`src/rtl/ecpg_pkg.sv`:
```
`timescale 1ns / 1ps
// Shared types, constants and tables of the epicycle chain point generator.
package ecpg_pkg;

    localparam int ARMS      = 3;                // arms in the chain (1..4)
    localparam int CFG_ARMS  = 3;                // arms that own registers
    localparam int CFG_REGS  = 2 * CFG_ARMS;
    localparam int CFG_IDX_W = 3;
    localparam int CFG_W     = 16;
    localparam int CNT_W     = 2;                // counts 0..ARMS-1

    localparam int LEN_W   = 16;
    localparam int RATE_W  = 16;
    localparam int STEP_W  = 16;
    localparam int PHASE_W = 24;
    localparam int POS_W   = 19;
    localparam int TRIG_W  = 31;                 // Q30 magnitude, up to 1.0
    localparam int SUM_W   = 50;                 // signed Q46 accumulator

    localparam int NUM_DIVS = 5;
    localparam int ITER_W   = 3;

    // register offsets within one arm's pair
    localparam int REG_LEN_OFS  = 0;
    localparam int REG_RATE_OFS = 1;

    localparam logic [27:0]      PHASE_K    = 28'd170891319;
    localparam logic [31:0]      HALFPI_Q30 = 32'd1686629713;
    localparam logic [30:0]      ONE_Q30    = 31'h4000_0000;
    localparam logic [22:0]      QUARTER    = 23'h40_0000;
    localparam logic [55:0]      PH_ROUND   = 56'h0_0000_8000_0000;
    localparam logic [SUM_W-1:0] POS_ROUND  = SUM_W'(64'h2000_0000);
    localparam int               POS_MAX    = 262143;
    localparam int               POS_MIN_MAG = 262144;

    typedef enum logic [3:0] {
        OP_IDLE,
        OP_PH0,
        OP_PH1,
        OP_PH2,
        OP_PH3,
        OP_ANG,
        OP_T_X,
        OP_T_X2,
        OP_T_M,
        OP_T_Q,
        OP_T_C,
        OP_T_S,
        OP_TERM_X,
        OP_TERM_Y,
        OP_SUM
    } t_op;

    typedef struct packed {
        t_op               op;
        logic [ITER_W-1:0] iter;
        logic              pass;     // 0: sin(r), 1: sin(quarter - r)
    } t_cmd;

    // Taylor divisors, innermost first
    function automatic logic [6:0] div_const(input logic [ITER_W-1:0] i);
        logic [6:0] d;
        case (i)
            3'd0:    d = 7'd110;
            3'd1:    d = 7'd72;
            3'd2:    d = 7'd42;
            3'd3:    d = 7'd20;
            default: d = 7'd6;
        endcase
        return d;
    endfunction

    // floor(2^32 / divisor)
    function automatic logic [31:0] recip_const(input logic [ITER_W-1:0] i);
        logic [31:0] r;
        case (i)
            3'd0:    r = 32'(64'h1_0000_0000 / 64'd110);
            3'd1:    r = 32'(64'h1_0000_0000 / 64'd72);
            3'd2:    r = 32'(64'h1_0000_0000 / 64'd42);
            3'd3:    r = 32'(64'h1_0000_0000 / 64'd20);
            default: r = 32'(64'h1_0000_0000 / 64'd6);
        endcase
        return r;
    endfunction

    function automatic logic [LEN_W-1:0] len_reset(input int k);
        logic [LEN_W-1:0] v;
        case (k)
            0:       v = 16'd13107;
            1:       v = 16'd6554;
            2:       v = 16'd6554;
            default: v = '0;
        endcase
        return v;
    endfunction

    function automatic logic signed [RATE_W-1:0] rate_reset(input int k);
        logic signed [RATE_W-1:0] v;
        case (k)
            0:       v = 16'sd2048;
            1:       v = 16'sd1024;
            2:       v = -16'sd3072;
            default: v = '0;
        endcase
        return v;
    endfunction

endpackage

```
`src/rtl/ecpg_cell.sv`:
```
`timescale 1ns / 1ps
// One arm of the chain: phase, sine/cosine engine and partial sum stage.
module ecpg_cell (
    input  logic                                 i_clk,
    input  logic                                 i_rst_n,
    input  ecpg_pkg::t_cmd                       i_cmd,
    input  logic [ecpg_pkg::STEP_W-1:0]          i_step,
    input  logic [ecpg_pkg::LEN_W-1:0]           i_len,
    input  logic signed [ecpg_pkg::RATE_W-1:0]   i_rate,
    input  logic [ecpg_pkg::PHASE_W-1:0]         i_angle,
    output logic [ecpg_pkg::PHASE_W-1:0]         o_angle,
    input  logic signed [ecpg_pkg::SUM_W-1:0]    i_sum_x,
    input  logic signed [ecpg_pkg::SUM_W-1:0]    i_sum_y,
    output logic signed [ecpg_pkg::SUM_W-1:0]    o_sum_x,
    output logic signed [ecpg_pkg::SUM_W-1:0]    o_sum_y
);
    import ecpg_pkg::*;

    logic [PHASE_W-1:0]       r_phase;
    logic [PHASE_W-1:0]       r_angle;
    logic [31:0]              r_p;
    logic [43:0]              r_lo;
    logic [43:0]              r_hi;
    logic [31:0]              r_x;
    logic [31:0]              r_x2;
    logic [31:0]              r_m;
    logic [30:0]              r_t;
    logic [29:0]              r_q0;
    logic [TRIG_W-1:0]        r_sin_r;
    logic [TRIG_W-1:0]        r_sin_c;
    logic signed [SUM_W-1:0]  r_tx;
    logic signed [SUM_W-1:0]  r_ty;
    logic signed [SUM_W-1:0]  r_sx;
    logic signed [SUM_W-1:0]  r_sy;

    logic [RATE_W-1:0]  rate_bits;
    logic               rate_neg;
    logic [RATE_W-1:0]  rate_mag;
    logic [22:0]        u;
    logic [TRIG_W-1:0]  cos_mag;
    logic [TRIG_W-1:0]  sin_mag;
    logic               cos_neg;
    logic               sin_neg;
    logic [31:0]        mul_a;
    logic [31:0]        mul_b;
    logic [63:0]        prod;
    logic [55:0]        ph_sum;
    logic [PHASE_W-1:0] d24;
    logic [PHASE_W-1:0] ph_inc;
    logic [6:0]         dv;
    logic [31:0]        rem;
    logic [29:0]        q_fix;
    logic [SUM_W-1:0]   term_u;
    logic [SUM_W-1:0]   term_n;

    assign rate_bits = i_rate;
    assign rate_neg  = rate_bits[RATE_W-1];
    assign rate_mag  = rate_neg ? (~rate_bits + 16'd1) : rate_bits;

    // angle within its quadrant; second pass uses the complement
    assign u = i_cmd.pass ? (QUARTER - {1'b0, r_angle[21:0]}) : {1'b0, r_angle[21:0]};

    // quadrant folding
    assign cos_mag = r_angle[22] ? r_sin_r : r_sin_c;
    assign sin_mag = r_angle[22] ? r_sin_c : r_sin_r;
    assign cos_neg = r_angle[22] ^ r_angle[23];
    assign sin_neg = r_angle[23];

    assign dv = div_const(i_cmd.iter);

    always_comb begin
        case (i_cmd.op)
            OP_PH0: begin
                mul_a = {16'd0, rate_mag};
                mul_b = {16'd0, i_step};
            end
            OP_PH1: begin
                mul_a = {16'd0, r_p[15:0]};
                mul_b = {4'd0, PHASE_K};
            end
            OP_PH2: begin
                mul_a = {16'd0, r_p[31:16]};
                mul_b = {4'd0, PHASE_K};
            end
            OP_T_X: begin
                mul_a = {9'd0, u};
                mul_b = HALFPI_Q30;
            end
            OP_T_X2: begin
                mul_a = r_x;
                mul_b = r_x;
            end
            OP_T_M: begin
                mul_a = r_x2;
                mul_b = {1'b0, r_t};
            end
            OP_T_Q: begin
                mul_a = r_m;
                mul_b = recip_const(i_cmd.iter);
            end
            OP_T_C: begin
                mul_a = {2'd0, r_q0};
                mul_b = {25'd0, dv};
            end
            OP_T_S: begin
                mul_a = r_x;
                mul_b = {1'b0, r_t};
            end
            OP_TERM_X: begin
                mul_a = {16'd0, i_len};
                mul_b = {1'b0, cos_mag};
            end
            OP_TERM_Y: begin
                mul_a = {16'd0, i_len};
                mul_b = {1'b0, sin_mag};
            end
            default: begin
                mul_a = '0;
                mul_b = '0;
            end
        endcase
    end

    assign prod = mul_a * mul_b;

    // phase increment, rounded half up on the magnitude
    assign ph_sum = 56'({r_hi, 16'd0}) + 56'(r_lo) + PH_ROUND;
    assign d24    = ph_sum[55:32];
    assign ph_inc = rate_neg ? (~d24 + 24'd1) : d24;

    // quotient estimate is low by at most one
    assign rem   = r_m - prod[31:0];
    assign q_fix = (rem >= {25'd0, dv}) ? (r_q0 + 30'd1) : r_q0;

    assign term_u = SUM_W'(prod[46:0]);
    assign term_n = ~term_u + SUM_W'(1);

    always_ff @(posedge i_clk) begin
        if (!i_rst_n) begin
            r_phase <= '0;
        end else if (i_cmd.op == OP_PH3) begin
            r_phase <= r_phase + ph_inc;
        end
    end

    always_ff @(posedge i_clk) begin
        case (i_cmd.op)
            OP_PH0:    r_p     <= prod[31:0];
            OP_PH1:    r_lo    <= prod[43:0];
            OP_PH2:    r_hi    <= prod[43:0];
            OP_ANG:    r_angle <= i_angle + r_phase;
            OP_T_X: begin
                r_x <= prod[53:22];
                r_t <= ONE_Q30;
            end
            OP_T_X2:   r_x2 <= prod[61:30];
            OP_T_M:    r_m  <= prod[61:30];
            OP_T_Q:    r_q0 <= prod[61:32];
            OP_T_C:    r_t  <= ONE_Q30 - {1'b0, q_fix};
            OP_T_S: begin
                if (i_cmd.pass) begin
                    r_sin_c <= prod[60:30];
                end else begin
                    r_sin_r <= prod[60:30];
                end
            end
            OP_TERM_X: r_tx <= cos_neg ? term_n : term_u;
            OP_TERM_Y: r_ty <= sin_neg ? term_n : term_u;
            OP_SUM: begin
                r_sx <= i_sum_x + r_tx;
                r_sy <= i_sum_y + r_ty;
            end
            default: ;
        endcase
    end

    assign o_angle = r_angle;
    assign o_sum_x = r_sx;
    assign o_sum_y = r_sy;

endmodule

```
`config.mk`:
```
export PLATFORM = sky130hd
export DESIGN_NAME = ecpg_cell
export DESIGN_NICKNAME = d
export VERILOG_FILES = /design/src/rtl/ecpg_pkg.sv /design/src/rtl/ecpg_cell.sv
export SDC_FILE = /design/constraint.sdc
export NUM_CORES = 2
export LEC_CHECK = 0
export BUFFER_PORTS_ARGS = -buffer_cell sky130_fd_sc_hd__buf_4
export CORE_MARGIN = 2
export CORE_UTILIZATION = 30
export DETAILED_ROUTE_END_ITERATION = 8
export PLACE_DENSITY = 0.5
export SYNTH_ARGS = -nofsm -noshare
export SYNTH_HDL_FRONTEND = slang
export SYNTH_SLANG_ARGS = --single-unit
```
`constraint.sdc`:
```
create_clock -name i_clk -period 30.5 [get_ports i_clk]
set_input_delay 3.05 -clock i_clk [delete_from_list [all_inputs] [get_ports i_clk]]
set_output_delay 3.05 -clock i_clk [all_outputs]
set_load 0.05 [all_outputs]
```
# Word-level counts from Yosys, hierarchy flattened
# Cells that the tools add are included.
[totals]
output_inout_bits = 124
wordCells = 76
inputBits = 182
regBits = 583
[op_classes]
bitwise = 5
n_reduce_logical = 8
n_mul = 1
n_addsub = 13
n_lt_le_gt_ge = 1
n_eq_ne = 17
muxes = 13
[ops]
columns = ["op", "count"]
rows = [
  ["$pmux W32 S9", 2],
  ["$pmux W30 S4", 1],
  ["$add A50 B50 Y50", 2],
  ["$mux W47", 2],
  ["$mul A32 B32 Y62", 1],
  ["$mux W31", 2],
  ["$pmux W31 S2", 1],
  ["$add A56 B32 Y56 const B", 1],
  ["$add A56 B44 Y56", 1],
  ["$add A50 B1 Y50 const B", 1],
  ["$not A47 Y50", 1],
  ["$add A24 B24 Y24", 2],
  ["$ge A32 B7 Y1", 1],
  ["$sub A32 B32 Y32", 1],
  ["$sub A31 B30 Y31 const A", 1],
  ["$add A30 B1 Y30 const B", 1],
  ["$mux W30", 1],
  ["$eq A4 B4 Y1 const B", 7],
  ["$pmux W7 S4", 1],
  ["$add A24 B1 Y24 const B", 1],
  ["$mux W24", 1],
  ["$not A24 Y24", 1],
  ["$mux W23", 1],
  ["$sub A23 B22 Y23 const A", 1],
  ["14 further kinds", 23],
]

# Logic depth before layout (Yosys ltp)
[logic_depth]
depth_word = 10
mapped_depth = 59
depth_no_buf = 51

# Worst setup path after synthesis
# Ideal clock, no wire load.
[synth_timing]
path_kind = "input-to-reg"
from = "input i_cmd[4] (netlist bit)"
to = "register r_t[18] (data pin)"
setup_time_ps = 147
t_required_ps = 30353
arrival_time_ps = 16626
stages = 54
slack_ps = 13727
path_cell_list = "buf_2 -> buf_1 -> nand2_1 -> nor3_1 -> clkbuf_1 -> a22oi_1 -> nand3_1 -> a21oi_1 -> o21a_1 -> clkbuf_1 -> nor2_1 -> fa_1 -> fa_1 -> fa_1 -> inv_1 -> fa_1 -> inv_1 -> fa_1 -> [18 not listed] -> nand2_1 -> nor3_1 -> a21boi_0 -> a211o_1 -> o2bb2a_4 -> and3_4 -> buf_6 -> buf_6 -> clkbuf_1 -> xnor2_1 -> ha_1 -> nand2_1 -> nor3_1 -> o22ai_1 -> or4_1 -> buf_2 -> or3_1 -> a21oi_1"
[synth_via]
elab_chain_cells = 9
elab_cells_between_ends = 23
[synth_lines]
columns = ["item", "line_no", "rtl"]
rows = [
  ["start: declaration", "ecpg_cell.sv:6", "input ecpg_pkg::t_cmd i_cmd,"],
  ["$eq A4 B4 Y1 (tied with other cells)", "ecpg_cell.sv:72", "case (i_cmd.op)"],
  ["$reduce_or A2 Y1 (no line)", "--", ""],
  ["$pmux W32 S9", "ecpg_cell.sv:72", ""],
  ["$mul A32 B32 Y62 (*)", "ecpg_cell.sv:124", "assign prod = mul_a * mul_b;"],
  ["named net prod[30]", "ecpg_cell.sv:46", "logic [63:0] prod;"],
  ["$sub A32 B32 Y32 (*)", "ecpg_cell.sv:132", "assign rem = r_m - prod[31:0];"],
  ["$ge A32 B7 Y1 (*)", "ecpg_cell.sv:133", "assign q_fix = (rem >= {25'd0, dv}) ? (r_q0 + 30'd1) : r_q0;"],
  ["$mux W30 (*)", "ecpg_cell.sv:133", ""],
  ["$sub A31 B30 Y31 (*)", "ecpg_cell.sv:159", "OP_T_C: r_t <= ONE_Q30 - {1'b0, q_fix};"],
  ["$pmux W31 S2 (*)", "ecpg_cell.sv:147", "case (i_cmd.op)"],
  ["end signal: assignment", "ecpg_cell.sv:159", ""],
  ["end: declaration", "ecpg_cell.sv:27", "logic [30:0] r_t;"],
]
# Mark *: on every way through the listed nets, which the timed path passes. The rest lies on a longest branch.
# A chain may end at the register's enable or synchronous reset.

# Final worst setup path
[layout_timing]
from = "input i_cmd[4] (netlist bit)"
to = "register r_t[27] (data pin)"
# Same word-level chain as after synthesis.

==> qor.csv <==
metric;value;unit
Root Driver;clkbuf_16;
skew final;21.7;ps
post-synth top area share;26.9;%
Final Hold Slack;496;ps
vias per inst;5.12;
post-route clock period utilization;58.1;%
first-pass GRT wire length;362;mm
Overflow after GRT;0;
share of async-settable or async-resettable flops after synthesis;0;%
Crit. path cell count;44;
gr usage total;21.4;%
most frequent cells in the layout;inv_1 (1048), nand2_1 (1036), fa_1 (900);
Starting Density;30.1;%
vias in the first global route;53000;
ys flop type;edfxtp_1;
Synth Net Count;8586;
Synth Instances;7015;
Core ar.;222000;µm²
Finished Cell Area;75400;µm²
Buffers & Inverters on Critical Path;7;
final setup violation count;0;
Hold Path Class;flip-flop to flip-flop;
Post-Synthesis Cell Area;66900;µm²
cell mode on critical path;ha_1;
worst rel slew slack;-3.01;%
status;finished with violations;
Slew Viols, Final;12;
drt first pass iters;9;
CP Data Required Time;30990;ps
clock buffer depth;3;
Reg2Reg Launch Point;o_angle[4]$_DFFE_PN_;
Crit. Startpoint;i_cmd[4];
Post-Route WL;247;mm
initial antenna violation count;25;
Worst EP arrival;18220;ps
die area;227000;µm²
crit path capture type;flip-flop;
worst-path fanout max;44;
CP delay by family, top;simple AND/OR/NAND/NOR gates;
Post-DP Area;73300;µm²
CTS buffer count;66;
fin crit period;17740;ps
Setup Crit Path Kind;input pin to flip-flop;
PortBufs;305;
Critical Path Slowest Stage Cell;nor3_1;
synthesized area per cell;9.54;µm²
cts repair resizes;0;
commonest non-fill, non-tap cell in the layout;inv_1;
Setup WS pre-CTS;12290;ps
Slew @ Worst Pin;1530;ps
# DRC;0;
IO Count;306;
Worst Hold Depth;2;
setup TNS;0;ps
die height;476;µm
final hold violations;0;
Hold Crit Start;r_phase[16]$_SDFFE_PN0N_;
Post-CTS Setup Bufs;0;
Layout area overhead;12.7;%
Seq/Total Area, Yosys;25.1;%
Startpoint Class;input pin;
Post-synth EDFFs;543;
Die X;476;µm
number of library cell types mapped by synthesis;106;
Initial DRC Count;4469;
gpl congestion;0.927;
CTS tree;done;
CTS clock-pin slew for the worst setup and hold paths;60;ps
Post-DRT Antenna Nets;0;
Max-Cap Viols;1;
Fmax;0.0564;GHz
DR WL/cell;24.1;µm
Yosys reg bits;567;
largest net degree at the start of global routing;70;
setup ws final;12760;ps
Yosys warnings;0;
FF-to-FF path depth;46;
Rows;173;
share of layout cells above drive strength 1;9.47;%
routed via count;52500;
layout net count;8801;
H-Tree Depth;3;
hold buffer count at CTS;0;
Synth area leader;fa_1;
Worst-Skew Late Latency;660;ps
failing checks;capacitance limit, slew limit;
CTS sink count;567;
unrepaired setup endpoints after global routing;false;
crit-path max cell delay;1240;ps
dpl hpwl;195;mm
Area contributors post-synth;fa_1 (27%), edfxtp_1 (24%), ha_1 (9.1%);
Yosys cell counts, types with 29 or more instances:
cell / instances
nand2_1: 1039
a211oi_1: 30
a22oi_1: 50
and3_1: 46
xnor2_1: 299
nor3_1: 94
and2_1: 105
nand2b_1: 60
a21o_1: 93
ha_1: 489
xor2_1: 95
or3_1: 48
mux2i_1: 38
nand3_1: 100
o31ai_1: 29
inv_1: 1051
nor2b_1: 47
nand4_1: 45
a21oi_1: 242
o21ai_0: 183
nor2_1: 568
clkbuf_1: 261
edfxtp_1: 543
o21bai_1: 39
o21a_1: 39
fa_1: 900
worst reg2reg max path, delay by kind of cell (launching register included):
kind | cells | cell delay (ps)
XOR/XNOR | 2 | 910
AO/OA/AOI/OAI | 12 | 3280
flip-flops | 1 | 460
buffers and inverters | 6 | 550
AND/OR/NAND/NOR | 14 | 5330
multiplexers | 2 | 500
adder cells (fa/ha/maj) | 10 | 4690
area by class of cell:
| type | count | area (µm²) |
|---|---|---|
| fill | 22900 | 147000 |
| multi-input combinational | 5099 | 45500 |
| sequential | 567 | 16800 |
| inverter | 1054 | 3960 |
| tap | 2975 | 3720 |
| timing repair buffer | 442 | 3320 |
| clock buffer | 79 | 1750 |
| clock inverter | 38 | 357 |
| antenna | 7 | 17.5 |
flip-flops by register name, summed over array words and instances (netlist names):
register	flops
r_x2	32
r_p	32
o_sum_y	50
r_hi	40
r_ty	50
r_tx	50
r_sin_c	31
r_sin_r	31
r_x	32
r_lo	28
r_m	32
o_angle	24
o_sum_x	50
r_phase	24
r_t	31
r_q0	30
worst paths after layout:
check | slack [ps] | endpoint
setup / recovery | 12760 | r_t[27]$_SDFFCE_PN0P_
setup reg to reg | 14620 | r_t[27]$_SDFFCE_PN0P_
hold / removal | 500 | r_phase[16]$_SDFFE_PN0N_
hold reg to reg | 500 | r_phase[16]$_SDFFE_PN0N_
metrics by stage:
stage | cells | util, %
2_1_floorplan | 7015 | -
3_3_place_gp | 10100 | 33.0
3_5_place_dp | 10100 | 33.0
4_1_cts | 10300 | 33.9
5_1_grt | 10300 | 33.9
6_report | 10300 | 33.9
layer usage:
layer	track usage [%]	share of wire, %	vias to the layer above
met1	29.2	43	26800
met4	7.82	4.1	2
li1	-	-	23500
met5	0	0.0057	-
met3	3.60	7.5	332
met2	34.2	45	1915
logic make-up after synthesis:
kind of cell	synth area share, %
muxes	0.653
AOI/OAI and AO/OA	10.1
DFF	25.1
xor gates and xnor gates	5.16
adders and majority gates	36.1
and+or+nand+nor	15.2
buffers and inverters	7.65
Power is not shown: default switching activity piles up to over one toggle a cycle in this logic, so the estimate is an artifact.
