[src/rtl/ecpg_pkg.sv]
`timescale 1ns / 1ps
// Shared types, constants and tables of the epicycle chain point generator.
package ecpg_pkg;

    localparam int ARMS      = 3;                // arms in the chain (1..4)
    localparam int CFG_ARMS  = 3;                // arms that own registers
    localparam int CFG_REGS  = 2 * CFG_ARMS;
    localparam int CFG_IDX_W = 3;
    localparam int CFG_W     = 16;
    localparam int CNT_W     = 2;                // counts 0..ARMS-1

    localparam int LEN_W   = 16;
    localparam int RATE_W  = 16;
    localparam int STEP_W  = 16;
    localparam int PHASE_W = 24;
    localparam int POS_W   = 19;
    localparam int TRIG_W  = 31;                 // Q30 magnitude, up to 1.0
    localparam int SUM_W   = 50;                 // signed Q46 accumulator

    localparam int NUM_DIVS = 5;
    localparam int ITER_W   = 3;

    // register offsets within one arm's pair
    localparam int REG_LEN_OFS  = 0;
    localparam int REG_RATE_OFS = 1;

    localparam logic [27:0]      PHASE_K    = 28'd170891319;
    localparam logic [31:0]      HALFPI_Q30 = 32'd1686629713;
    localparam logic [30:0]      ONE_Q30    = 31'h4000_0000;
    localparam logic [22:0]      QUARTER    = 23'h40_0000;
    localparam logic [55:0]      PH_ROUND   = 56'h0_0000_8000_0000;
    localparam logic [SUM_W-1:0] POS_ROUND  = SUM_W'(64'h2000_0000);
    localparam int               POS_MAX    = 262143;
    localparam int               POS_MIN_MAG = 262144;

    typedef enum logic [3:0] {
        OP_IDLE,
        OP_PH0,
        OP_PH1,
        OP_PH2,
        OP_PH3,
        OP_ANG,
        OP_T_X,
        OP_T_X2,
        OP_T_M,
        OP_T_Q,
        OP_T_C,
        OP_T_S,
        OP_TERM_X,
        OP_TERM_Y,
        OP_SUM
    } t_op;

    typedef struct packed {
        t_op               op;
        logic [ITER_W-1:0] iter;
        logic              pass;     // 0: sin(r), 1: sin(quarter - r)
    } t_cmd;

    // Taylor divisors, innermost first
    function automatic logic [6:0] div_const(input logic [ITER_W-1:0] i);
        logic [6:0] d;
        case (i)
            3'd0:    d = 7'd110;
            3'd1:    d = 7'd72;
            3'd2:    d = 7'd42;
            3'd3:    d = 7'd20;
            default: d = 7'd6;
        endcase
        return d;
    endfunction

    // floor(2^32 / divisor)
    function automatic logic [31:0] recip_const(input logic [ITER_W-1:0] i);
        logic [31:0] r;
        case (i)
            3'd0:    r = 32'(64'h1_0000_0000 / 64'd110);
            3'd1:    r = 32'(64'h1_0000_0000 / 64'd72);
            3'd2:    r = 32'(64'h1_0000_0000 / 64'd42);
            3'd3:    r = 32'(64'h1_0000_0000 / 64'd20);
            default: r = 32'(64'h1_0000_0000 / 64'd6);
        endcase
        return r;
    endfunction

    function automatic logic [LEN_W-1:0] len_reset(input int k);
        logic [LEN_W-1:0] v;
        case (k)
            0:       v = 16'd13107;
            1:       v = 16'd6554;
            2:       v = 16'd6554;
            default: v = '0;
        endcase
        return v;
    endfunction

    function automatic logic signed [RATE_W-1:0] rate_reset(input int k);
        logic signed [RATE_W-1:0] v;
        case (k)
            0:       v = 16'sd2048;
            1:       v = 16'sd1024;
            2:       v = -16'sd3072;
            default: v = '0;
        endcase
        return v;
    endfunction

endpackage

[src/rtl/ecpg_ctrl.sv]
`timescale 1ns / 1ps
// Sequencer that steps all cells through one point computation.
module ecpg_ctrl (
    input  logic           i_clk,
    input  logic           i_rst_n,
    input  logic           i_in_valid,
    output logic           o_in_stall,
    input  logic           i_out_full,
    input  logic           i_out_take,
    output ecpg_pkg::t_cmd o_cmd,
    output logic           o_load
);
    import ecpg_pkg::*;

    typedef enum logic [3:0] {
        S_IDLE,
        S_PH0,
        S_PH1,
        S_PH2,
        S_PH3,
        S_ANG,
        S_TX,
        S_TX2,
        S_TM,
        S_TQ,
        S_TC,
        S_TS,
        S_TERM_X,
        S_TERM_Y,
        S_SUM,
        S_FIN
    } t_state;

    t_state            r_state;
    logic [CNT_W-1:0]  r_cnt;
    logic [ITER_W-1:0] r_iter;
    logic              r_pass;

    always_ff @(posedge i_clk) begin
        if (!i_rst_n) begin
            r_state <= S_IDLE;
            r_cnt   <= '0;
            r_iter  <= '0;
            r_pass  <= 1'b0;
        end else begin
            case (r_state)
                S_IDLE: if (i_in_valid) r_state <= S_PH0;
                S_PH0:  r_state <= S_PH1;
                S_PH1:  r_state <= S_PH2;
                S_PH2:  r_state <= S_PH3;
                S_PH3: begin
                    r_state <= S_ANG;
                    r_cnt   <= '0;
                end
                S_ANG: begin
                    if (r_cnt == CNT_W'(ARMS - 1)) begin
                        r_state <= S_TX;
                        r_pass  <= 1'b0;
                    end else begin
                        r_cnt <= r_cnt + CNT_W'(1);
                    end
                end
                S_TX: begin
                    r_state <= S_TX2;
                    r_iter  <= '0;
                end
                S_TX2: r_state <= S_TM;
                S_TM:  r_state <= S_TQ;
                S_TQ:  r_state <= S_TC;
                S_TC: begin
                    if (r_iter == ITER_W'(NUM_DIVS - 1)) begin
                        r_state <= S_TS;
                    end else begin
                        r_iter  <= r_iter + ITER_W'(1);
                        r_state <= S_TM;
                    end
                end
                S_TS: begin
                    if (!r_pass) begin
                        r_pass  <= 1'b1;
                        r_state <= S_TX;
                    end else begin
                        r_state <= S_TERM_X;
                    end
                end
                S_TERM_X: r_state <= S_TERM_Y;
                S_TERM_Y: begin
                    r_state <= S_SUM;
                    r_cnt   <= '0;
                end
                S_SUM: begin
                    if (r_cnt == CNT_W'(ARMS - 1)) begin
                        r_state <= S_FIN;
                    end else begin
                        r_cnt <= r_cnt + CNT_W'(1);
                    end
                end
                S_FIN: if (!i_out_full || i_out_take) r_state <= S_IDLE;
                default: r_state <= S_IDLE;
            endcase
        end
    end

    always_comb begin
        o_cmd.iter = r_iter;
        o_cmd.pass = r_pass;
        case (r_state)
            S_PH0:    o_cmd.op = OP_PH0;
            S_PH1:    o_cmd.op = OP_PH1;
            S_PH2:    o_cmd.op = OP_PH2;
            S_PH3:    o_cmd.op = OP_PH3;
            S_ANG:    o_cmd.op = OP_ANG;
            S_TX:     o_cmd.op = OP_T_X;
            S_TX2:    o_cmd.op = OP_T_X2;
            S_TM:     o_cmd.op = OP_T_M;
            S_TQ:     o_cmd.op = OP_T_Q;
            S_TC:     o_cmd.op = OP_T_C;
            S_TS:     o_cmd.op = OP_T_S;
            S_TERM_X: o_cmd.op = OP_TERM_X;
            S_TERM_Y: o_cmd.op = OP_TERM_Y;
            S_SUM:    o_cmd.op = OP_SUM;
            default:  o_cmd.op = OP_IDLE;
        endcase
    end

    assign o_in_stall = (r_state != S_IDLE);
    assign o_load     = (r_state == S_FIN) && (!i_out_full || i_out_take);

endmodule

[config.mk]
export PLATFORM = sky130hd
export DESIGN_NAME = ecpg_ctrl
export DESIGN_NICKNAME = d
export VERILOG_FILES = /design/src/rtl/ecpg_pkg.sv /design/src/rtl/ecpg_ctrl.sv
export SDC_FILE = /design/constraint.sdc
export NUM_CORES = 1
export LEC_CHECK = 0
export ABC_AREA = 1
export BUFFER_PORTS_ARGS = -buffer_cell sky130_fd_sc_hd__buf_4
export CAP_MARGIN = 20
export CORE_ASPECT_RATIO = 1.5
export CORE_MARGIN = 2
export CORE_UTILIZATION = 45
export CTS_BUF_LIST = sky130_fd_sc_hd__clkbuf_16
export DETAILED_ROUTE_END_ITERATION = 10
export MAX_ROUTING_LAYER = met4
export PLACE_DENSITY = 0.66
export SYNTH_ARGS = -nofsm -noshare
export SYNTH_HDL_FRONTEND = slang
export SYNTH_SLANG_ARGS = --single-unit
[constraint.sdc]
create_clock -name i_clk -period 2 [get_ports i_clk]
set_input_delay 0.2 -clock i_clk [delete_from_list [all_inputs] [get_ports i_clk]]
set_output_delay 0.2 -clock i_clk [all_outputs]
set_load 0.03 [all_outputs]
# Yosys cells after proc, flatten, opt, wreduce, memory -nomap -nowiden

Memories as Yosys holds them, arrays and structs flattened. A register that Yosys moved wholly into a read port is not among the register bits.
Cells that the tools add are included.
Widths: inputs -> output; s select.

$add $sub $neg: 2
Eq/ne operators: 23
Muxes and demuxes: 15
Reductions and logical operators: 14

Operator list:

| kind                | number |
|---|---|
| $pmux 4 s16         | 1 |
| $eq 4x4->1 const B  | 8 |
| $mux 4              | 7 |
| $eq 4x3->1 const B  | 4 |
| $ne 2x2->1 const B  | 6 |
| $eq 4x2->1 const B  | 2 |
| $pmux 3 s2          | 1 |
| $reduce_and 2->1    | 3 |
| $reduce_bool 2->1   | 3 |
| $eq 4x1->1 const B  | 1 |
| $logic_not 4->1     | 1 |
| $mux 2              | 2 |
| $pmux 2 s2          | 1 |
| $reduce_and 4->1    | 1 |
| $reduce_bool 4->1   | 1 |
| $reduce_or 2->1     | 2 |
| $add 3x1->3 const B | 1 |
| $eq 3x3->1 const B  | 1 |
| $mux 3              | 1 |
| $add 2x1->2 const B | 1 |
| $eq 2x2->1 const B  | 1 |
| $pmux 1 s2          | 1 |
| $logic_and 1x1->1   | 1 |
| $logic_not 1->1     | 1 |
| other kinds (2)     | 2 |

Flip-flop bits (word level): 10
Memory bits (read-only): 64
Input port bits: 5
Output and inout port bits: 10
Word-level logic and storage cells: 59
Memories kept: 1

Memories:

| name            | words | width | rd ports | clocked after Yosys merged registers in | write ports | line             | RTL |
|---|---|---|---|---|---|---|---|
| (no name shown) | 16    | 4     | 1        | 1                                       | 0           | ecpg_ctrl.sv:107 | `case (r_state)` |

# Depth between registers and ports, before layout

Gate-level depths: netlist of the first run.

Word-level depth: 6
Depth in mapped cells: 12
Gate-level depth less buffers: 11

# Least setup slack after synthesis of the first run

Ideal clock, no wire load.

Path type: register to register
From: reg r_iter[0]
To: reg, netlist name o_cmd[5]
Setup time: 0.070 ns
Data arrival time: 1.437 ns
Data required time: 1.930 ns
Path slack: 0.493 ns
Stages on the path, launching flop included: 12
Path buffers: 0
Clock period less this slack: 1.507 ns
Cell sequence: dfxtp_1 -> inv_1 -> ha_1 -> nand2_1 -> inv_1 -> nand3_1 -> nand2_1 -> inv_1 -> nand3_1 -> nand3_2 -> nor2_2 -> a21oi_1

Word-level cells in the longest chain between the ends: 5

Ends and longest elaborated chain:

| item                                 | line            | RTL |
|---|---|---|
| start, declared                      | ecpg_ctrl.sv:36 | `logic [ITER_W-1:0] r_iter;` |
| start signal, assigned               | ecpg_ctrl.sv:74 | `r_iter <= r_iter + ITER_W'(1);` |
| $eq 3x3->1                           | ecpg_ctrl.sv:71 | `if (r_iter == ITER_W'(NUM_DIVS - 1)) begin` |
| $mux 2                               | ecpg_ctrl.sv:71 |  |
| $pmux 4 s16                          | ecpg_ctrl.sv:46 | `case (r_state)` |
| $mux 4 (no source line) (2 in a row) | --              |  |

Every way passes these cells.
A chain may end at the register's enable or synchronous reset.

# Worst setup path in the final report of the first run

From: reg r_state[1]
To: reg, netlist name o_cmd[6]

Word-level cells in the longest chain between the ends: 5
Elaborated cells on any way between the ends: 24
Those cells by class: eq/ne: 19; mux: 3; reduce/logical: 2

Ends and longest elaborated chain:

| item                                     | line            | RTL |
|---|---|---|
| start, declared                          | ecpg_ctrl.sv:34 | `t_state r_state;` |
| start signal, assigned                   | ecpg_ctrl.sv:41 | `r_state <= S_IDLE;` |
| start signal, assigned                   | ecpg_ctrl.sv:47 | `S_IDLE: if (i_in_valid) r_state <= S_PH0;` |
| start signal, assigned                   | ecpg_ctrl.sv:48 | `S_PH0: r_state <= S_PH1;` |
| $eq 4x4->1 (tied with other cells)       | ecpg_ctrl.sv:46 |  |
| $ne 2x2->1 (no source line)              | --              |  |
| $reduce_and 4->1 (no source line)        | --              |  |
| $mux 4 (no source line) (*) (2 in a row) | --              |  |

Mark *: on every way between the ends. The rest lies on a longest branch, timed or not.

==> results of run 1 <==
==> worst max path at each step <==
stage          slack [ns]  startpoint  depth (start not counted)       end
2_1_floorplan        0.49   r_iter[0]                         11  o_cmd[5]
4_1_cts              0.30  r_state[1]                         11  o_cmd[6]
6_report             0.29  r_state[1]                         11  o_cmd[6]
3_3_place_gp         0.37  r_state[1]                         11  o_cmd[6]
3_5_place_dp         0.31  r_state[1]                         11  o_cmd[6]
5_1_grt              0.04  r_state[1]                         11  o_cmd[6]
==> Yosys cell counts <==
| cell | instances | area [µm²] |
|---|---|---|
| sky130_fd_sc_hd__buf_4 | 1 | 7.51 |
| sky130_fd_sc_hd__nor2_1 | 15 | 56.3 |
| sky130_fd_sc_hd__o21ai_0 | 5 | 25.0 |
| sky130_fd_sc_hd__nand3_2 | 3 | 30.0 |
| sky130_fd_sc_hd__ha_1 | 3 | 37.5 |
| sky130_fd_sc_hd__dfxtp_1 | 14 | 280 |
| sky130_fd_sc_hd__nor3_1 | 1 | 5.00 |
| sky130_fd_sc_hd__nor2_2 | 4 | 25.0 |
| sky130_fd_sc_hd__nand3_1 | 13 | 65.1 |
| sky130_fd_sc_hd__o211ai_1 | 1 | 7.51 |
| sky130_fd_sc_hd__a22oi_1 | 1 | 7.51 |
| sky130_fd_sc_hd__inv_1 | 20 | 75.1 |
| sky130_fd_sc_hd__nand2_1 | 28 | 105 |
| sky130_fd_sc_hd__buf_6 | 2 | 22.5 |
| sky130_fd_sc_hd__a211oi_1 | 3 | 22.5 |
| sky130_fd_sc_hd__a21oi_1 | 12 | 60.1 |
| sky130_fd_sc_hd__xor2_1 | 1 | 8.76 |
| sky130_fd_sc_hd__nand2_2 | 7 | 43.8 |
| sky130_fd_sc_hd__or2_0 | 1 | 6.26 |
| sky130_fd_sc_hd__nor2_4 | 1 | 11.3 |
| sky130_fd_sc_hd__nand4_1 | 1 | 6.26 |
| sky130_fd_sc_hd__inv_2 | 6 | 22.5 |
==> cell families (layout without fill, tap and decap cells) <==
family	count (synthesis)	in the layout
simple gates	74	74
buf+inv	29	44
compound gates	22	22
flops	14	14
fa+ha+maj	3	3
xor+xnor	1	1
==> cell usage in the layout, fill, tap and decap left out, types with 3 or more instances in the layout <==
cell and count:
sky130_fd_sc_hd__inv_1 20, sky130_fd_sc_hd__nand3_1 13, sky130_fd_sc_hd__nor2_1 15, sky130_fd_sc_hd__nand2_2 7
sky130_fd_sc_hd__ha_1 3, sky130_fd_sc_hd__dfxtp_1 14, sky130_fd_sc_hd__clkbuf_16 3, sky130_fd_sc_hd__nand3_2 3
sky130_fd_sc_hd__a211oi_1 3, sky130_fd_sc_hd__nor2_2 4, sky130_fd_sc_hd__buf_4 14, sky130_fd_sc_hd__nand2_1 28
sky130_fd_sc_hd__o21ai_0 5, sky130_fd_sc_hd__a21oi_1 12, sky130_fd_sc_hd__inv_2 6
==> cell type report <==
type | instances | share of cell area (%)
Inverter | 26 | 8.77
Tap cell | 22 | 2.47
Clock inverter | 1 | 0.337
Clock buffer | 3 | 6.75
Sequential cell | 14 | 25.2
Multi-Input combinational cell | 100 | 47.0
Timing Repair Buffer | 14 | 9.45
==> sequential cells by signal, summed over array words and instances, names as in the netlist <==
register	cells
r_pass	1
o_cmd	4
r_cnt	2
r_state	4
r_iter	3
==> per-layer routing <==
layer  up-vias  share of wire [%]  GRT usage (%)
met5         -                  0              -
met4         0                2.9           12.0
met3         8                3.6           4.46
met2        19                 51           34.4
met1       405                 43           22.1
li1        486                  -              -
==> report_power, final <==
| part | switching (W) | internal [W] | leakage (nW) |
|---|---|---|---|
| Sequential | 0.0000431 | 0.000317 | 0.114 |
| Clock | 0.000116 | 0.000264 | 0.0385 |
| Combinational | 0.000289 | 0.000142 | 0.406 |
| Total | 0.000448 | 0.000723 | 0.559 |
==> per-stage QoR <==
stage | utilization, % | worst slack (ns) | hold slack [ns] | total power (W) | instances
floorplan | - | 0.493 | 0.314 | 0.000693 | 143
global placement | 51.6 | 0.369 | 0.468 | 0.000790 | 176
detailed placement | 51.6 | 0.311 | 0.468 | 0.000793 | 176
CTS | 55.6 | 0.303 | 0.216 | 0.00118 | 180
global route | 55.6 | 0.0432 | 0.235 | 0.00125 | 180
finish | 55.6 | 0.293 | 0.224 | 0.00117 | 180
==> critical path: stages, from the launching register on <==
cell                      delay, ns
sky130_fd_sc_hd__dfxtp_1       0.52
sky130_fd_sc_hd__inv_2         0.08
sky130_fd_sc_hd__nor2_2        0.17
sky130_fd_sc_hd__nand2_2       0.08
sky130_fd_sc_hd__nand2_2       0.08
sky130_fd_sc_hd__nand2_2       0.14
sky130_fd_sc_hd__nand2_1       0.14
sky130_fd_sc_hd__nand2_1       0.07
sky130_fd_sc_hd__nand2_2       0.11
sky130_fd_sc_hd__nand3_1       0.07
sky130_fd_sc_hd__nor2_1        0.10
sky130_fd_sc_hd__nor2_1        0.05
==> results.toml, run 1 <==
[global_routing]
maximum_number_of_pins_on_one_net_before_global_route_repair = 13
initial_antenna_violation_count = 0
grt_overflow = 0
overall_global_routing_resource_usage_pct = 21.0
via_count_of_the_first_global_routing_pass = 848
grt_pass1_wl_um = 3370

[sta]
hold_viol_final = 0
timing.clock.skew_ns = 0.00269
setup_viol = 0
grt_setup_unrepaired = "false"
slew_headroom_pct = 75.7
post-route-min-period_ns = 1.71
final.period_utilization_pct = 85.4
timing.final.max_slew_violations = 0
max_freq_mhz = 586
setup_tns_ns = 0
timing_worst_slew_pin_value_ns = 0.364

[place]
routabilityCongestion = 0.912
dpl.hpwl_um = 1660
port-buffer-count = 14
placed_cell_area_mm2 = 0.00103

[cts]
cts_buffers = 3
root_buffer = "sky130_fd_sc_hd__clkbuf_16"
cts-htree-levels = 1
postCtsSetupRepairBufs = 0
count_of_cells_resized_by_post_cts_repair = 0
cts_hold_repair.buffers = 0
tritoncts = "built"
clk_transition_reported_paths_ns = 0.04
clk_path_buf_depth = 2
cts_sinks = 14
clkLatencyLatePin_ns = 0.24

[finish]
finish.net_count = 167
seqCellArea_um2 = 280
fillCellCount = 217
insertedDiodeCount = 0
finish.instance_area_mm2 = 0.00111
drive_gt1_share_pct = 24.1
area_of_combinational_cells_with_multiple_inputs_um2 = 523
area_growth_pct = 19.5

[logic_synthesis]
synth_compound_area_share_pct = 13.2
synth.area.mux_share_pct = 0
average_size_of_a_mapped_cell_um2 = 6.51
synth_top_family_by_area = "simple AND/OR/NAND/NOR gates"
count_of_unique_library_cells_instantiated_by_yosys = 22
syn_inst = 143
synth-warning-count = 0
yosysSeqAreaShare_pct = 30.1
yosys.area_share.xor_xnor_pct = 0.941
yosys_register_bits = 14
yosys.area_share.simple_pct = 38.0
net_count_after_synthesis = 151
post_synth_instance_area_um2 = 931
synth_fa_ha_area_share_pct = 4.03

[floorplanning]
num_io_pins = 15
core-area_mm2 = 0.00200
row_count = 20
die_area_mm2 = 0.00246
dieHeight_um = 59.7
die-width_um = 41.1
initial_utilization_pct = 46.5

[critical_path]
crit_required_ns = 2.14
crit_path_start_kind = "register"
setup.worst_path.class = "reg -> reg"
crit-reg2reg-capture = "o_cmd[6]"
r2r_start = "r_state[1]"
cp-end-kind = "register"
critical_path_peak_fanout = 12
worst_r2r_path_depth = 11
worst_reg_to_reg_setup_slack_ns = 0.29
critPathArrivalTime_ns = 1.85

[hold_path]
worst_hold_path.num_cells = 3
holdCritStartpoint = "i_rst_n"
worst_hold_path.endpoint = "r_state[1]"
min-delay-path-class = "in -> reg"

[pwr]
total_leakage_power_nw = 0.559
peakVddDrop_uv = 555
power.density_mw_per_mm2 = 1050

[route]
via_per_inst = 5.10
wl_per_cell_um = 11.6
postRouteWirelength_um = 2080
first_iter_violations = 17
detailedRoute.firstPassIterationCount = 4
antenna_left = 0
via_count = 918
post-route-drc-count = 0

[status]
outcome = "finished clean"

[job]
reported_max_cap_violation_count = 0
Note: power is estimated with default switching activity, not from simulation.
==> run 2: changes to the inputs <==
BUFFER_PORTS_ARGS = -buffer_cell sky130_fd_sc_hd__buf_2   (was -buffer_cell sky130_fd_sc_hd__buf_4)
==> run 2 against run 1 <==
Against the previous run:
- power shrank 1.7%
- final area shrank 3.2%
- largest power group unchanged
- critical endpoint unchanged
- highest routed layer unchanged
- combinational power shrank 4%
- largest cell class unchanged
- die area is the same
- first-iteration DRC count grew 24%
==> results.toml, run 2 (synthesized netlist as in run 1, its figures left out) <==
[pwr]
p_clk_share_pct = 33.1
total_power_consumption_w = 0.00115
peakVddDrop_uv = 643
intPower_w = 0.000705
switchingPower_w = 0.000447
total_leakage_power_nw = 0.555
sequential_power_share_pct = 31.1
power.density_mw_per_mm2 = 1070
power.switching_fraction_pct = 38.8
power.share.combinational_pct = 35.8

[sta]
setup_tns_ns = 0
setup_ws_ns = 0.289
timing.final.max_slew_violations = 0
max_freq_mhz = 584
post-route-min-period_ns = 1.71
grt_setup_unrepaired = "false"
final.period_utilization_pct = 85.6
timing.clock.skew_ns = 0.00221
hold_viol_final = 0
timing_worst_slew_pin_value_ns = 0.370
slew_headroom_pct = 75.3
setup_viol = 0

[cts]
clk_transition_reported_paths_ns = 0.05
clkLatencyLatePin_ns = 0.24
clk_path_buf_depth = 2
postCtsSetupRepairBufs = 0
root_buffer = "sky130_fd_sc_hd__clkbuf_16"
cts_sinks = 14
cts_buffers = 3
tritoncts = "built"
count_of_cells_resized_by_post_cts_repair = 0
cts_hold_repair.buffers = 0
cts-htree-levels = 1

[finish]
finish.net_count = 167
drive_gt1_share_pct = 24.1
final_common_cell = "sky130_fd_sc_hd__nand2_1"
insertedDiodeCount = 0
area_growth_pct = 15.7
most_frequent_cells_in_the_layout = "28 x sky130_fd_sc_hd__nand2_1, 20 x sky130_fd_sc_hd__inv_1, 15 x sky130_fd_sc_hd__nor2_1"
final_cell_count_no_fill = 180

[route]
via_count = 924
wl_per_cell_um = 11.9
postRouteWirelength_um = 2150
antenna_left = 0
first_iter_violations = 21
via_per_inst = 5.13
detailedRoute.firstPassIterationCount = 4
post-route-drc-count = 0

[hold_path]
worst_hold_path.endpoint = "r_state[1]"
worst_hold_path.num_cells = 3
holdCritStartpoint = "i_rst_n"
min-delay-path-class = "in -> reg"

[place]
dp_cells = 176
post-place-ws_ns = 0.330
dpl.hpwl_um = 1690
routabilityCongestion = 0.889
port-buffer-count = 14

[floorplanning]
initial_utilization_pct = 46.5
die_area_mm2 = 0.00246
row_count = 20
num_io_pins = 15
core-area_mm2 = 0.00200
dieHeight_um = 59.7
die-width_um = 41.1

[global_routing]
via_count_of_the_first_global_routing_pass = 799
overall_global_routing_resource_usage_pct = 21.0
maximum_number_of_pins_on_one_net_before_global_route_repair = 13
grt_pass1_wl_um = 3330
grt_overflow = 0
initial_antenna_violation_count = 0

[critical_path]
worst_r2r_path_depth = 11
critical_path_peak_fanout = 12
worst_reg_to_reg_setup_slack_ns = 0.29
critPathBufInv = 1
r2r_start = "r_state[1]"
cp-end-kind = "register"
critPathTopFamily = "simple AND/OR/NAND/NOR gates"
crit_required_ns = 2.14
crit_path_start_kind = "register"
critical-path-max-stage-delay_ns = 0.51
crit-reg2reg-capture = "o_cmd[6]"
cell_with_the_largest_stage_delay_on_the_worst_path = "sky130_fd_sc_hd__dfxtp_1"
crit_path_cell_trace = "inv_2 -> nor2_2 -> nand2_2 -> nand2_2 -> nand2_2 -> nand2_1 -> nand2_1 -> nand2_2 -> nand3_1 -> nor2_1 -> nor2_1"
cp_common_cell = "sky130_fd_sc_hd__nand2_2"
setup.worst_path.class = "reg -> reg"
critPathArrivalTime_ns = 1.85

[job]
reported_max_cap_violation_count = 0

[status]
outcome = "finished clean"
run 2: metrics by stage:
step	hold slack (ns)	util, %	area [µm²]
2_1_floorplan	0.314	-	931
3_3_place_gp	0.479	49.9	998
3_5_place_dp	0.490	49.9	998
4_1_cts	0.261	53.8	1080
5_1_grt	0.272	53.8	1080
6_report	0.264	53.8	1080
run 2: power groups by stage:
stage | Sequential (W) | Clock [W] | Combinational (W)
2_1_floorplan | 0.000384 | 0 | 0.000309
3_3_place_gp | 0.000363 | 0 | 0.000406
3_5_place_dp | 0.000363 | 0 | 0.000409
4_1_cts | 0.000357 | 0.000397 | 0.000414
5_1_grt | 0.000363 | 0.000407 | 0.000457
6_report | 0.000359 | 0.000381 | 0.000413
run 2: cell type report:
class,count,area (µm²)
Tap cell,22,27.5
Inverter,26,97.6
Timing Repair Buffer,14,70.1
Clock inverter,1,3.75
Sequential cell,14,280
Multi-Input combinational cell,100,523
Fill cell,195,925
Clock buffer,3,75.1
run 2: metal layers:
metal / wire length [µm] / GRT usage [%] / up-vias
met3: 102 / 5.58 / 8
li1: - / - / 481
met5: 0 / - / -
met4: 90 / 15.2 / 0
met2: 1110 / 33.5 / 32
met1: 849 / 20.7 / 403
run 2: worst max-delay path by stage:
stage               end  slack [ns]        from  depth (start not counted)
2_1_floorplan  o_cmd[5]        0.49   r_iter[0]                         11
3_3_place_gp   o_cmd[4]        0.37  r_state[1]                         11
3_5_place_dp   o_cmd[6]        0.33  r_state[1]                         11
4_1_cts        o_cmd[6]        0.29  r_state[1]                         11
5_1_grt        o_cmd[6]        0.11  r_state[1]                         11
6_report       o_cmd[6]        0.29  r_state[1]                         11
run 2: worst reg2reg max path, stage by stage, from the launching register on:
cell and delay (ns):
sky130_fd_sc_hd__dfxtp_1 0.51, sky130_fd_sc_hd__inv_2 0.09, sky130_fd_sc_hd__nor2_2 0.17, sky130_fd_sc_hd__nand2_2 0.09, sky130_fd_sc_hd__nand2_2 0.08, sky130_fd_sc_hd__nand2_2 0.14, sky130_fd_sc_hd__nand2_1 0.14, sky130_fd_sc_hd__nand2_1 0.07
sky130_fd_sc_hd__nand2_2 0.10, sky130_fd_sc_hd__nand3_1 0.07, sky130_fd_sc_hd__nor2_1 0.10, sky130_fd_sc_hd__nor2_1 0.05
